<file path="src/rtl/peh_pkg.sv">
// Shared types and constants for the pixel energy hit histogram.
// No dependencies.
package peh_pkg;

   localparam int IDX_W = 10;
   localparam int DIV_W = 34;

   localparam logic [1:0] FN_HIT   = 2'd0;
   localparam logic [1:0] FN_READ  = 2'd1;
   localparam logic [1:0] FN_CLEAR = 2'd2;

   localparam logic [1:0] MODE_PARALLEL = 2'd1;

   localparam logic [2:0] ST_COUNTED = 3'd0;
   localparam logic [2:0] ST_ZERO    = 3'd1;
   localparam logic [2:0] ST_COLLIM  = 3'd2;
   localparam logic [2:0] ST_GRID    = 3'd3;
   localparam logic [2:0] ST_RANGE   = 3'd4;
   localparam logic [2:0] ST_READOUT = 3'd5;

   localparam logic [2:0] REG_MODE   = 3'd0;
   localparam logic [2:0] REG_COSTOL = 3'd1;
   localparam logic [2:0] REG_XORG   = 3'd2;
   localparam logic [2:0] REG_ZORG   = 3'd3;
   localparam logic [2:0] REG_PITCHX = 3'd4;
   localparam logic [2:0] REG_PITCHZ = 3'd5;
   localparam logic [2:0] REG_EMIN   = 3'd6;
   localparam logic [2:0] REG_ESPAN  = 3'd7;

   typedef enum logic [1:0] {
      OP_REJECT = 2'd0,
      OP_HIT    = 2'd1,
      OP_READ   = 2'd2,
      OP_CLEAR  = 2'd3
   } op_type;

   typedef struct packed {
      logic [1:0]         func;
      logic [15:0]        energy;
      logic signed [15:0] dir_y;
      logic signed [23:0] pos_x;
      logic signed [23:0] pos_z;
      logic [4:0]         sel_col;
      logic [4:0]         sel_row;
      logic [5:0]         sel_bin;
   } req_type;

   typedef struct packed {
      logic [2:0]  status;
      logic [4:0]  col;
      logic [4:0]  row;
      logic [5:0]  bin;
      logic [31:0] count;
   } rsp_type;

   typedef struct packed {
      logic [1:0]         collimation_mode;
      logic signed [15:0] cos_tolerance;
      logic signed [23:0] x_origin;
      logic signed [23:0] z_origin;
      logic [22:0]        pitch_x;
      logic [22:0]        pitch_z;
      logic [15:0]        energy_min;
      logic [15:0]        energy_span;
   } cfg_type;

   typedef struct packed {
      op_type           op;
      logic             sel_ok;
      logic [2:0]       status;
      logic [IDX_W-1:0] col;
      logic [IDX_W-1:0] row;
      logic [IDX_W-1:0] bin;
   } entry_type;

endpackage

</file>
<file path="src/rtl/peh_queue.sv">
// Two-entry queue of classified words between front and back end.
// Uses peh_pkg.
module peh_queue (
   input  logic               clock,
   input  logic               reset,
   input  logic               push,
   input  peh_pkg::entry_type push_data,
   output logic               full,
   input  logic               pop,
   output peh_pkg::entry_type pop_data,
   output logic               empty
);
   import peh_pkg::*;

   entry_type  slot_ff [2];
   logic       wr_ff, wr_in, rd_ff, rd_in;
   logic [1:0] fill_ff, fill_in;

   always_comb begin
      wr_in   = push ? ~wr_ff : wr_ff;
      rd_in   = pop ? ~rd_ff : rd_ff;
      fill_in = fill_ff + 2'(push) - 2'(pop);
   end

   always_ff @(posedge clock) begin
      if (reset) begin
         wr_ff   <= 1'b0;
         rd_ff   <= 1'b0;
         fill_ff <= 2'd0;
      end else begin
         wr_ff   <= wr_in;
         rd_ff   <= rd_in;
         fill_ff <= fill_in;
      end
      if (push) slot_ff[wr_ff] <= push_data;
   end

   assign full     = (fill_ff == 2'd2);
   assign empty    = (fill_ff == 2'd0);
   assign pop_data = slot_ff[rd_ff];

endmodule

</file>
<file path="config.mk">
export PLATFORM = sky130hd
export DESIGN_NAME = peh_queue
export DESIGN_NICKNAME = d
export VERILOG_FILES = /design/src/rtl/peh_pkg.sv /design/src/rtl/peh_queue.sv
export SDC_FILE = /design/constraint.sdc
export NUM_CORES = 1
export LEC_CHECK = 0
export ABC_AREA = 1
export ABC_CLOCK_PERIOD_IN_PS = 3700
export BUFFER_PORTS_ARGS = -buffer_cell sky130_fd_sc_hd__buf_2
export CAP_MARGIN = 20
export CORE_MARGIN = 1.5
export CORE_UTILIZATION = 30
export CTS_CLUSTER_SIZE = 12
export DETAILED_ROUTE_END_ITERATION = 6
export SLEW_MARGIN = 25
export SYNTH_ARGS = -nofsm -noshare
export SYNTH_HDL_FRONTEND = slang
export SYNTH_SLANG_ARGS = --single-unit
</file>
<file path="constraint.sdc">
create_clock -name clock -period 3.7 [get_ports clock]
set_input_delay 0.74 -clock clock [delete_from_list [all_inputs] [get_ports clock]]
set_output_delay 0.74 -clock clock [all_outputs]
set_load 0.01 [all_outputs]
</file>
==> results.yml <==
sta:
  finalSetupViolations: 0
  max_clock_freq_mhz: 387
  period_share_pct: 69.8
  setup_tns_ns: 0
  skew_ns: 0.00857
  rsz0062_at_grt: "false"
  hold_viol: 0
  worstMarginPinSlew_ns: 0.855
  drv_slew: 0
  max_slew_margin_pct: 43.0
  fin_crit_ns: 2.58
cells_and_area:
  antenna_cells: 0
  fin_area_mm2: 0.00375
  final_core_util_pct: 38.7
  drive_above_1_share_pct: 56.8
  regArea_mm2: 0.00226
  area_growth_pct: 26.1
  finish.net_count: 271
  fill_cells: 918
  multi_input_area_um2: 619
die:
  pin_count: 78
  die_w_um: 103
  die_area_mm2: 0.0105
  rows: 36
  initial_core_util_pct: 30.7
  core-area_mm2: 0.00968
  fp.dieH_um: 103
worst_hold_path:
  hp-class: "reg -> reg"
synth:
  synth.most_common_cell: "edfxtp_1"
  synth_edf_count: 72
  syn_inst: 143
  synth_top_flop_cell: "edfxtp_1"
  yosys-top-cells-count: "edfxtp_1, mux2_4, inv_1, nor2_1, mux2_2"
  synth_area_leaders: "edfxtp_1, mux2_4, dfxtp_1"
  netlist.area_leader.share_pct: 72.7
  synth_cell_type_count: 14
  synthArstFlopShare_pct: 0
  ys_seq_elements: 77
  synth.net_count: 185
  yosysTopAreaCell: "edfxtp_1"
  synth-seq-area-share_pct: 76.0
  synth_area_mm2: 0.00298
  syn_avg_cell_area_um2: 20.8
  yosysWarnings: 0
setup_path:
  slowest_stage: "dfxtp_2"
  crit_chain: "buf_12 > mux2_2 > buf_2"
  worstSetupStartpointType: "flip-flop"
  critical_path_class: "reg -> out"
  arrival_ns: 1.84
  r2r_slack_ns: 2.21
  cpPeakStageDelay_ns: 0.76
  worstSetupEndpointType: "primary output"
  worst-path-max-fanout: 19
  cp.required_ns: 2.96
global_routing:
  grt_pass1_vias: 1519
  grt_max_degree: 38
  grt_util_all_layers_pct: 9.66
  grt_pass1_wl_mm: 7.28
  antenna_found_initial: 0
  grt_overflow: 0
run:
  cap_viol_max_count: 0
detailed_routing:
  dr_total_vias: 1467
  wl_mm: 4.73
  drt-pass1-iter-count: 4
  drc: 0
  drtIter0Drc: 36
  wl_per_cell_um: 12.9
  routed_via_density: 4.00
  postRouteAntennaNets: 0
clock_tree:
  postCtsSetupBuffers: 0
  cts.repair.resized: 0
  cts_htree_levels: 3
  clk_latency_ns: 0.34
  clk_pin_slew_ns: 0.07
  cts_root_buf: "clkbuf_8"
  hold_buffers: 0
  cts_tree: "built"
  cts.sinks: 77
  clockBufferDepth: 2
  cts_buffers: 9
placed_design:
  gp_congestion: 0.634
  io_buffers: 77
  hpwl_mm: 3.13
  dpl_cell_area_mm2: 0.00351
power_and_ir_drop:
  power_density_mw_per_mm2: 534
  vdd_drop_max_mv: 0.227
  p_leak_uw: 0.00149
outcome:
  status: "completed"
[cells by family (layout without fill, tap and decap cells)]
kind of cell               Yosys count  in the layout  synth area share, %
buffers and inverters               12            103                 3.41
AOI/OAI and AO/OA                    1              1                0.168
xor gates and xnor gates             1              1                0.294
and+or+nand+nor                     14             14                 1.85
adders and majority gates            2              2                0.841
DFF                                 77             77                 76.0
muxes                               36             36                 17.4
[per-layer routing]
layer	up-vias	GRT usage (%)	share of wire (%)
met4	0	5.06	1.9
met5	-	0	0
met3	9	4.41	7.5
li1	710	-	-
met2	50	16.5	50
met1	698	9.96	40
[placed cells by master (no fill, tap or decap)]
cell and n:
a21oi_1 1, buf_16 1, nand2_1 4, bufinv_16 3, clkinv_2 1, buf_2 77
ha_1 2, xnor2_1 1, inv_1 7, clkbuf_1 1, nand3_1 1, nor2_4 1
clkbuf_8 9, edfxtp_1 72, buf_12 1, nor3_1 1, nor2_1 7, inv_2 1
dfxtp_2 1, mux2_4 30, dfxtp_1 4, mux2_2 6, clkinv_4 1, clkinvlp_4 1
[critical path, delay by kind of cell, from the launching register on]
kind	cells	cell delay (ns)
multiplexers	1	0.34
buffers and inverters	2	0.41
flip-flops	1	0.76
[sequential cells by signal (all words and copies together) (netlist names), named ones only]
name	count
fill_ff	2
rd_ff	1
wr_ff	1
slot_ff	72
[path summary, 6_finish.rpt]
kind	startpoint	depth (start not counted)	end
worst min-delay path	rd_ff$_SDFFE_PP0P_	2	rd_ff$_SDFFE_PP0P_
worst max-delay path	flip-flop	3	pop_data[2]
worst max register to register	wr_ff$_SDFFE_PP0P_	2	slot_ff[1][1]$_DFFE_PP_
worst min register to register	rd_ff$_SDFFE_PP0P_	2	rd_ff$_SDFFE_PP0P_
[where the power goes]
part | switching [uW] | total (uW) | internal, uW
combinational | 103 | 225 | 123
clock | 299 | 747 | 448
sequential | 24.2 | 1030 | 1010
[through the flow]
step	worst slack, ns	hold WS [ns]	power, uW	instances
3_3_place_gp	1.43	0.496	1270	350
5_1_grt	1.01	0.547	2090	367
3_5_place_dp	1.43	0.505	1280	351
2_1_floorplan	0.974	0.480	1200	143
6_report	1.12	0.520	2000	367
4_1_cts	1.04	0.529	2040	367
[area by class of cell]
class                      count  share of cell area, %
clock buffer                  10                   3.40
inverter                       8                  0.801
timing repair buffer          79                   11.5
multi-input combinational     54                   16.5
sequential                    77                   60.3
tap                          133                   4.44
clock inverter                 6                   2.97
Note: power is estimated with default switching activity, not from simulation.
